### src/rtl/core/hrhp_pkg.sv
// Package for the HTTP response head parser.
// Holds the parse phase and release state types, event codes and the
// decoder interface structs; no dependencies.
`default_nettype none

package hrhp_pkg;

  localparam int KLEN_W = 5;
  localparam int STATUS_W = 16;
  localparam int LIMIT_W = 17;

  localparam logic [LIMIT_W-1:0] LIMIT_RESET = 17'h10000;
  localparam logic [STATUS_W-1:0] STATUS_DEFAULT = 16'd200;
  localparam logic [STATUS_W-1:0] STATUS_MAX = 16'hFFFF;

  localparam int VERSION_LEN = 6;
  localparam logic [7:0] VERSION_WORD [VERSION_LEN] = '{"H", "T", "T", "P", "/", "1"};

  localparam logic [7:0] CH_SPACE = 8'h20;
  localparam logic [7:0] CH_LF = 8'h0A;
  localparam logic [7:0] CH_CR = 8'h0D;
  localparam logic [7:0] CH_COLON = 8'h3A;
  localparam logic [7:0] CH_DOT = 8'h2E;
  localparam logic [7:0] CH_SLASH = 8'h2F;
  localparam logic [7:0] CH_DASH = 8'h2D;
  localparam logic [7:0] CH_UNDER = 8'h5F;

  localparam logic [2:0] EV_NONE = 3'd0;
  localparam logic [2:0] EV_STATUS = 3'd1;
  localparam logic [2:0] EV_KEYB = 3'd2;
  localparam logic [2:0] EV_KEYEND = 3'd3;
  localparam logic [2:0] EV_VALB = 3'd4;
  localparam logic [2:0] EV_VALEND = 3'd5;
  localparam logic [2:0] EV_DONE = 3'd6;
  localparam logic [2:0] EV_ERROR = 3'd7;

  typedef enum logic [8:0] {
    PH_VERSION  = 9'b000000001,
    PH_MINOR    = 9'b000000010,
    PH_STATUS   = 9'b000000100,
    PH_REASON   = 9'b000001000,
    PH_KEY      = 9'b000010000,
    PH_SKIPSP   = 9'b000100000,
    PH_VALUE    = 9'b001000000,
    PH_CR_LF    = 9'b010000000,
    PH_FINAL_LF = 9'b100000000
  } phase_t;

  typedef enum logic [3:0] {
    R_IDLE   = 4'b0001,
    R_READ   = 4'b0010,
    R_KEYB   = 4'b0100,
    R_KEYEND = 4'b1000
  } rel_state_t;

  typedef struct packed {
    phase_t                phase;
    logic [STATUS_W-1:0]   status;
    logic                  minor_seen;
    logic                  prefix_ok;
    logic                  key_empty;
    logic                  key_six;
    logic                  key_full;
    logic                  over_limit;
  } ctx_t;

  typedef struct packed {
    phase_t                phase_next;
    logic [STATUS_W-1:0]   status_next;
    logic                  minor_seen_next;
    logic                  store;
    logic                  release_key;
    logic                  clear_count;
    logic                  restart;
    logic [2:0]            event_code;
    logic [7:0]            out_byte;
    logic [STATUS_W-1:0]   status_out;
  } step_t;

endpackage

`default_nettype wire

### src/rtl/core/hrhp_decode.sv
// Per-byte decoder of the HTTP response head parser.
// Maps one head byte and the current parse context to the next context,
// the key store action and the event; depends on hrhp_pkg.
`default_nettype none

module hrhp_decode
  import hrhp_pkg::*;
(
  input  wire logic [7:0] data_byte,
  input  wire ctx_t       ctx,
  output step_t           step
);

  logic                is_digit;
  logic                is_key_char;
  logic                err;
  logic [19:0]         status_mul;
  logic [STATUS_W-1:0] status_sat;

  assign is_digit = (data_byte >= 8'h30) && (data_byte <= 8'h39);
  assign is_key_char = ((data_byte >= 8'h41) && (data_byte <= 8'h5A)) ||
                       ((data_byte >= 8'h61) && (data_byte <= 8'h7A)) ||
                       is_digit || (data_byte == CH_DASH) || (data_byte == CH_UNDER);

  assign status_mul = ({4'b0, ctx.status} << 3) + ({4'b0, ctx.status} << 1) +
                      {16'b0, data_byte[3:0]};
  assign status_sat = (status_mul[19:16] != 4'b0) ? STATUS_MAX : status_mul[15:0];

  always_comb begin
    step.phase_next      = ctx.phase;
    step.status_next     = ctx.status;
    step.minor_seen_next = ctx.minor_seen;
    step.store           = 1'b0;
    step.release_key     = 1'b0;
    step.clear_count     = 1'b0;
    step.restart         = 1'b0;
    step.event_code      = EV_NONE;
    step.out_byte        = 8'h00;
    step.status_out      = '0;
    err                  = 1'b0;

    if (ctx.over_limit) begin
      err = 1'b1;
    end else begin
      unique case (ctx.phase)
        PH_VERSION: begin
          if (data_byte == CH_DOT) begin
            if (ctx.key_six && ctx.prefix_ok) begin
              step.clear_count = 1'b1;
              step.phase_next  = PH_MINOR;
            end else begin
              err = 1'b1;
            end
          end else if (data_byte == CH_COLON) begin
            step.event_code  = EV_STATUS;
            step.status_out  = STATUS_DEFAULT;
            step.release_key = 1'b1;
            step.phase_next  = PH_SKIPSP;
          end else if (is_key_char || data_byte == CH_SLASH) begin
            if (ctx.key_full) err = 1'b1;
            else step.store = 1'b1;
          end else begin
            err = 1'b1;
          end
        end
        PH_MINOR: begin
          if (data_byte == CH_SPACE) begin
            step.phase_next = PH_STATUS;
          end else if ((data_byte == 8'h30 || data_byte == 8'h31) && !ctx.minor_seen) begin
            step.minor_seen_next = 1'b1;
          end else begin
            err = 1'b1;
          end
        end
        PH_STATUS: begin
          if (data_byte == CH_SPACE) begin
            step.event_code = EV_STATUS;
            step.status_out = ctx.status;
            step.phase_next = PH_REASON;
          end else if (is_digit) begin
            step.status_next = status_sat;
          end else begin
            err = 1'b1;
          end
        end
        PH_REASON: begin
          if (data_byte == CH_LF) step.phase_next = PH_KEY;
          else if (data_byte == CH_CR) step.phase_next = PH_CR_LF;
        end
        PH_KEY: begin
          if (data_byte == CH_COLON) begin
            step.release_key = 1'b1;
            step.phase_next  = PH_SKIPSP;
          end else if (ctx.key_empty && data_byte == CH_LF) begin
            step.event_code = EV_DONE;
            step.restart    = 1'b1;
          end else if (ctx.key_empty && data_byte == CH_CR) begin
            step.phase_next = PH_FINAL_LF;
          end else if (is_key_char) begin
            if (ctx.key_full) err = 1'b1;
            else step.store = 1'b1;
          end else begin
            err = 1'b1;
          end
        end
        PH_SKIPSP: begin
          if (data_byte != CH_SPACE) begin
            step.event_code = EV_VALB;
            step.out_byte   = data_byte;
            step.phase_next = PH_VALUE;
          end
        end
        PH_VALUE: begin
          if (data_byte >= CH_SPACE) begin
            step.event_code = EV_VALB;
            step.out_byte   = data_byte;
          end else if (data_byte == CH_LF || data_byte == CH_CR) begin
            step.event_code = EV_VALEND;
            step.phase_next = (data_byte == CH_CR) ? PH_CR_LF : PH_KEY;
          end else begin
            err = 1'b1;
          end
        end
        PH_CR_LF: begin
          if (data_byte == CH_LF) begin
            step.clear_count = 1'b1;
            step.phase_next  = PH_KEY;
          end else begin
            err = 1'b1;
          end
        end
        PH_FINAL_LF: begin
          if (data_byte == CH_LF) begin
            step.event_code = EV_DONE;
            step.restart    = 1'b1;
          end else begin
            err = 1'b1;
          end
        end
        default: err = 1'b1;
      endcase
    end

    if (err) begin
      step.event_code  = EV_ERROR;
      step.out_byte    = 8'h00;
      step.status_out  = '0;
      step.store       = 1'b0;
      step.release_key = 1'b0;
      step.restart     = 1'b1;
    end

    if (step.restart) begin
      step.phase_next      = PH_VERSION;
      step.status_next     = '0;
      step.minor_seen_next = 1'b0;
    end
  end

endmodule

`default_nettype wire

### src/rtl/core/http_response_head_parser.sv
// A byte's own result request is offered in the cycle after it is accepted.
// One byte per cycle while results are taken and no key is being released.
// A colon releases the buffered key from the key memory: states R_READ (the
// registered read) and R_KEYB per key byte, then R_KEYEND for the key end.
// Reset (synchronous): parse state restarts at the version word, limit 65536;
// the key memory is not cleared.
`default_nettype none

module http_response_head_parser
  import hrhp_pkg::*;
#(
  parameter int KEY_DEPTH = 32
) (
  input  wire logic               clk,
  input  wire logic               rst,
  input  wire logic               cfg_valid,
  output      logic               cfg_ready,
  input  wire logic [LIMIT_W-1:0] cfg_data,
  input  wire logic               in_valid,
  output      logic               in_ready,
  input  wire logic [7:0]         data_byte,
  output      logic               out_valid,
  input  wire logic               out_ready,
  output      logic [2:0]         event_res,
  output      logic [7:0]         out_byte,
  output      logic [STATUS_W-1:0] status_code,
  output      logic [KLEN_W-1:0]  key_length,
  output      logic               last
);

  localparam int CW = $clog2(KEY_DEPTH);

  logic [LIMIT_W-1:0]  max_head_bytes;
  logic [LIMIT_W-1:0]  head_byte_count;
  phase_t              phase;
  logic [STATUS_W-1:0] status_accum;
  logic                minor_digit_seen;
  logic                prefix_ok;
  logic [CW-1:0]       key_count;
  logic [CW-1:0]       rel_idx;
  logic [CW-1:0]       rel_idx_next;
  rel_state_t          rel_state;
  logic [7:0]          key_mem [KEY_DEPTH];
  logic [7:0]          rd_data;

  ctx_t                ctx;
  step_t               step;
  logic                accept;
  logic                slot_free;
  logic                load;
  logic [2:0]          ld_event;
  logic [7:0]          ld_byte;
  logic [STATUS_W-1:0] ld_status;
  logic [KLEN_W-1:0]   ld_klen;
  logic                ld_last;

  assign cfg_ready = 1'b1;
  assign slot_free = !out_valid || out_ready;
  assign in_ready  = (rel_state == R_IDLE) && slot_free;
  assign accept    = in_valid && in_ready;

  assign ctx.phase      = phase;
  assign ctx.status     = status_accum;
  assign ctx.minor_seen = minor_digit_seen;
  assign ctx.prefix_ok  = prefix_ok;
  assign ctx.key_empty  = (key_count == '0);
  assign ctx.key_six    = (key_count == CW'(VERSION_LEN));
  assign ctx.key_full   = (key_count >= CW'(KEY_DEPTH - 1));
  assign ctx.over_limit = (head_byte_count >= max_head_bytes);

  hrhp_decode u_decode (
    .data_byte (data_byte),
    .ctx       (ctx),
    .step      (step)
  );

  assign rel_idx_next = rel_idx + 1'b1;

  always_comb begin
    load      = 1'b0;
    ld_event  = EV_NONE;
    ld_byte   = 8'h00;
    ld_status = '0;
    ld_klen   = '0;
    ld_last   = 1'b0;
    unique case (rel_state)
      R_IDLE: begin
        if (accept && (!step.release_key || step.event_code == EV_STATUS)) begin
          load      = 1'b1;
          ld_event  = step.event_code;
          ld_byte   = step.out_byte;
          ld_status = step.status_out;
          ld_last   = !step.release_key;
        end
      end
      R_KEYB: begin
        if (slot_free) begin
          load     = 1'b1;
          ld_event = EV_KEYB;
          ld_byte  = rd_data;
        end
      end
      R_KEYEND: begin
        if (slot_free) begin
          load     = 1'b1;
          ld_event = EV_KEYEND;
          ld_klen  = KLEN_W'(key_count);
          ld_last  = 1'b1;
        end
      end
      default: load = 1'b0;
    endcase
  end

  always_ff @(posedge clk) begin
    if (step.store && accept) begin
      key_mem[key_count] <= data_byte;
    end
    rd_data <= key_mem[rel_idx];
  end

  always_ff @(posedge clk) begin
    if (rst) begin
      max_head_bytes <= LIMIT_RESET;
    end else if (cfg_valid && cfg_ready) begin
      max_head_bytes <= cfg_data;
    end
  end

  always_ff @(posedge clk) begin
    if (rst) begin
      phase            <= PH_VERSION;
      status_accum     <= '0;
      minor_digit_seen <= 1'b0;
      head_byte_count  <= '0;
      key_count        <= '0;
      prefix_ok        <= 1'b1;
      rel_idx          <= '0;
      rel_state        <= R_IDLE;
    end else begin
      unique case (rel_state)
        R_IDLE: begin
          if (accept) begin
            phase            <= step.phase_next;
            status_accum     <= step.status_next;
            minor_digit_seen <= step.minor_seen_next;
            if (step.restart) begin
              head_byte_count <= '0;
              key_count       <= '0;
              prefix_ok       <= 1'b1;
            end else begin
              if (!ctx.over_limit) head_byte_count <= head_byte_count + 1'b1;
              if (step.clear_count) begin
                key_count <= '0;
              end else if (step.store) begin
                key_count <= key_count + 1'b1;
                if (key_count < CW'(VERSION_LEN)) begin
                  prefix_ok <= prefix_ok && (data_byte == VERSION_WORD[key_count[2:0]]);
                end
              end
            end
            if (step.release_key) begin
              rel_idx   <= '0;
              rel_state <= (key_count == '0) ? R_KEYEND : R_READ;
            end
          end
        end
        R_READ: rel_state <= R_KEYB;
        R_KEYB: begin
          if (slot_free) begin
            rel_idx   <= rel_idx_next;
            rel_state <= (rel_idx_next == key_count) ? R_KEYEND : R_READ;
          end
        end
        R_KEYEND: begin
          if (slot_free) begin
            key_count <= '0;
            rel_state <= R_IDLE;
          end
        end
        default: rel_state <= R_IDLE;
      endcase
    end
  end

  always_ff @(posedge clk) begin
    if (rst) begin
      out_valid <= 1'b0;
    end else if (load) begin
      out_valid <= 1'b1;
    end else if (out_ready) begin
      out_valid <= 1'b0;
    end
  end

  always_ff @(posedge clk) begin
    if (load) begin
      event_res   <= ld_event;
      out_byte    <= ld_byte;
      status_code <= ld_status;
      key_length  <= ld_klen;
      last        <= ld_last;
    end
  end

  a_rel_idx_in_range: assert property (@(posedge clk) disable iff (rst)
    (rel_state == R_KEYB || rel_state == R_READ) |-> (rel_idx < key_count))
    else $error("key release index past key count");

  a_key_count_bound: assert property (@(posedge clk) disable iff (rst)
    key_count <= CW'(KEY_DEPTH - 1))
    else $error("key count beyond key memory");

  a_keyend_last: assert property (@(posedge clk) disable iff (rst)
    (out_valid && event_res == EV_KEYEND) |-> last)
    else $error("key end request not marked last");

  a_restart_clears: assert property (@(posedge clk) disable iff (rst)
    (accept && step.restart) |=> (phase == PH_VERSION && key_count == '0 &&
                                  head_byte_count == '0))
    else $error("restart did not clear parse state");

  a_no_accept_in_release: assert property (@(posedge clk) disable iff (rst)
    (rel_state == R_READ || rel_state == R_KEYB) |-> !in_ready)
    else $error("input taken during key release");

endmodule

`default_nettype wire

### config.mk
export PLATFORM = sky130hd
export DESIGN_NAME = http_response_head_parser
export DESIGN_NICKNAME = d
export VERILOG_FILES = /design/src/rtl/core/hrhp_pkg.sv /design/src/rtl/core/hrhp_decode.sv /design/src/rtl/core/http_response_head_parser.sv
export SDC_FILE = /design/constraint.sdc
export NUM_CORES = 1
export LEC_CHECK = 0
export ABC_CLOCK_PERIOD_IN_PS = 10300
export BUFFER_PORTS_ARGS = -buffer_cell sky130_fd_sc_hd__buf_2
export CAP_MARGIN = 30
export CELL_PAD_IN_SITES_DETAIL_PLACEMENT = 0
export CELL_PAD_IN_SITES_GLOBAL_PLACEMENT = 1
export CORE_MARGIN = 8
export CORE_UTILIZATION = 56
export CTS_CLUSTER_DIAMETER = 120
export DETAILED_ROUTE_END_ITERATION = 8
export PLACE_DENSITY = 0.84
export SYNTH_ARGS = -nofsm -noshare
export SYNTH_HDL_FRONTEND = slang
export SYNTH_SLANG_ARGS = --single-unit
export TNS_END_PERCENT = 30
### constraint.sdc
create_clock -name clk -period 10.3 [get_ports clk]
set_clock_uncertainty 0.1 [all_clocks]
set_input_delay 2.06 -clock clk [delete_from_list [all_inputs] [get_ports clk]]
set_output_delay 2.06 -clock clk [all_outputs]
set_load 0.02 [all_outputs]
==> impl_metrics.ini <==
[outcome]
status = finished clean

[clocking]
post_cts_resized = 0
cts_max_level = 2
cts.path.max_buffers = 3
cts_tree = built
post_cts_buffers = 0
clock-sinks = 373
clk_latency_ns = 0.55
ctsHoldBuffers = 0
cts_made_buffers = 39
clock-root-buffer = clkbuf_16
cts.clk_slew.worst_paths_ns = 0.07

[power_and_ir_drop]
irDropWorstVdd_mv = 0.116
powerDensity_nw_per_um2 = 177
p_leak_nw = 6.67

[yosys]
synth_top_area_cell = edfxtp_1
synth_area_per_cell_um2 = 13.8
synthTopCellsByArea = edfxtp_1, mux4_2, dfxtp_1
synth_warnings = 0
ys.flop_type = edfxtp_1
ys_types = 72
synth_edf_count = 289
synthAdderAreaFrac_pct = 4.25
syn-num-nets = 1334
synthSimpleGateAreaFrac_pct = 12.0
seq_area_frac_synth_pct = 60.4
async_reset_ff_share_pct = 0
synth-xor-area-share_pct = 1.94
synth_mux_area_share_pct = 12.6
yosys_register_bits = 373
yosysTopAreaCellShare_pct = 50.6
synth_compound_area_share_pct = 6.60
synth_area_um2 = 17200
synth_cells = 1247
synth_top_family_by_area = multiplexers

[timing]
final.min_clock_period_ns = 6.29
fin_tns_setup_ns = 0
hold_violations = 0
setup_viol_count_final = 0
slew_violations = 0
holdWs_ns = 0.368
worst_pin_slew_ns = 1.04
relSlewSlack_pct = 30.9
rsz0062_at_grt = false
setup_slack_ns = 4.01
timing.fmax_ghz = 0.159
post-route-period-util_pct = 61.1

[drt]
drcViolationCount = 0
via_per_inst = 6.32
wl_per_cell_um = 24.0
postRouteAntennaNets = 0
drt_wl_total_um = 41700
dr_total_vias = 11000
drt-initial-drc-count = 852
drt_pre_antenna_iters = 5

[global_routing]
grt_use_met1_pct = 30.2
grt_use_met3_pct = 4.43
grt_usage_pct = 22.9
grt_use_met2_pct = 37.6
grt_pass1_vias = 10900
antenna_found_initial = 0
busiest_layer = met2
grt_first_pass_wirelength_um = 64300
grt_max_degree = 65
grt_overflow = 0

[critical_path]
arrival_ns = 6.38
rrSetupSlack_ns = 5.64
worstSetupEndpointType = flip-flop
startpoint = data_byte[7]
critPathRequiredTime_ns = 10.39
timing.rr.start = phase[0]
reg2reg_depth = 8
r2r_end = key_mem[10][7]
critical_path_class = input pin to flip-flop
crit_fanout = 38
crit_end = key_mem[10][7]
start_kind = input pin

[run]
maxCapViolCount = 0

[layout]
final_common_cell = edfxtp_1
layout-drive-gt1-share_pct = 19.3
instances_no_fill = 1736
fin_area_um2 = 19300
mostFrequentLayoutCells = edfxtp_1, nor2_1, dfxtp_1
area_growth_pct = 12.8
nets = 1396
diodes = 0

[place]
dp_slack_ns = 3.60
io_buffers = 64
dp_cells = 1664
placedInstanceArea_um2 = 17900
dp_hpwl_um = 27600
routabilityCongestion = 0.894

[min_path]
hp-class = flip-flop to flip-flop
hold_depth = 1

[floorplanning]
coreArea_um2 = 30300
dieArea_um2 = 36500
num_io_pins = 66
start_util_pct = 56.5
die_y_um = 191
rows = 64
fp.dieW_um = 191
routing by layer:
layer  up-vias  part of all wire [%]
met5         -                     0
met4         0                   3.4
met3        96                   7.5
met2       471                    48
met1      5438                    41
li1       4971                     -
sequential cells by signal, summed over array words and instances, names as in the netlist:
signal and flops:
key_mem 256, minor_digit_seen 1, status_accum 16, rel_idx 5, key_count 5, last 1
status_code 16, event_res 3, max_head_bytes 17, out_valid 1, head_byte_count 17, phase 9
out_byte 8, rd_data 8, key_length 5, prefix_ok 1, rel_state 4
kinds of logic (layout without fill, tap and decap cells):
family,after synthesis,after routing
AOI/OAI and AO/OA,170,170
xor gates and xnor gates,38,38
adders and majority gates,57,57
buffers and inverters,96,189
DFF,373,373
muxes,114,114
other,1,1
and+or+nand+nor,398,398
Yosys cell counts (all sizes together), types with 12 or more instances:
cell,count
a21oi,36
and2,18
and3,16
buf,12
clkbuf,51
dfxtp,84
edfxtp,289
ha,55
inv,33
mux2,13
mux2i,21
mux4,80
nand2,65
nand3,35
nand4,14
nor2,114
nor2b,15
nor3,41
o21ai,50
or3,13
xnor2,17
xor2,21
stage by stage:
| stage | total power [W] | utilization (%) |
|---|---|---|
| 2_1_floorplan | 0.00183 | - |
| 3_3_place_gp | 0.00191 | 58.9 |
| 3_5_place_dp | 0.00191 | 59.1 |
| 4_1_cts | 0.00343 | 63.7 |
| 5_1_grt | 0.00350 | 63.7 |
| 6_report | 0.00342 | 63.7 |
worst max-delay path, stage by stage:
cell	delay (ns)
buf_2	0.09
buf_4	0.26
nor3b_1	0.82
nand3_1	0.49
and3_1	0.31
o21bai_1	0.16
a221o_1	0.38
nor4_2	0.53
nand2_1	0.54
nor2_1	0.71
final cells by class:
| type | instances | area [um2] |
|---|---|---|
| Clock buffer | 46 | 1010 |
| Clock inverter | 26 | 399 |
| Fill cell | 2220 | 11000 |
| Inverter | 33 | 124 |
| Multi-Input combinational cell | 778 | 6440 |
| Sequential cell | 373 | 10400 |
| Tap cell | 396 | 495 |
| Timing Repair Buffer | 84 | 504 |
power by group:
group / switching (W) / internal (W)
Sequential: 0.0000136 / 0.00164
Clock: 0.000614 / 0.000921
Combinational: 0.000159 / 0.0000704
worst min path at each step:
stage | startpoint | endpoint | slack (ns)
after floorplan | prefix_ok | prefix_ok | 0.33
after global placement | prefix_ok | prefix_ok | 0.34
after detailed placement | prefix_ok | prefix_ok | 0.36
after CTS | minor_digit_seen | minor_digit_seen | 0.37
after global routing | prefix_ok | prefix_ok | 0.40
final | prefix_ok | prefix_ok | 0.37
Power figures use the tool's default switching activity.
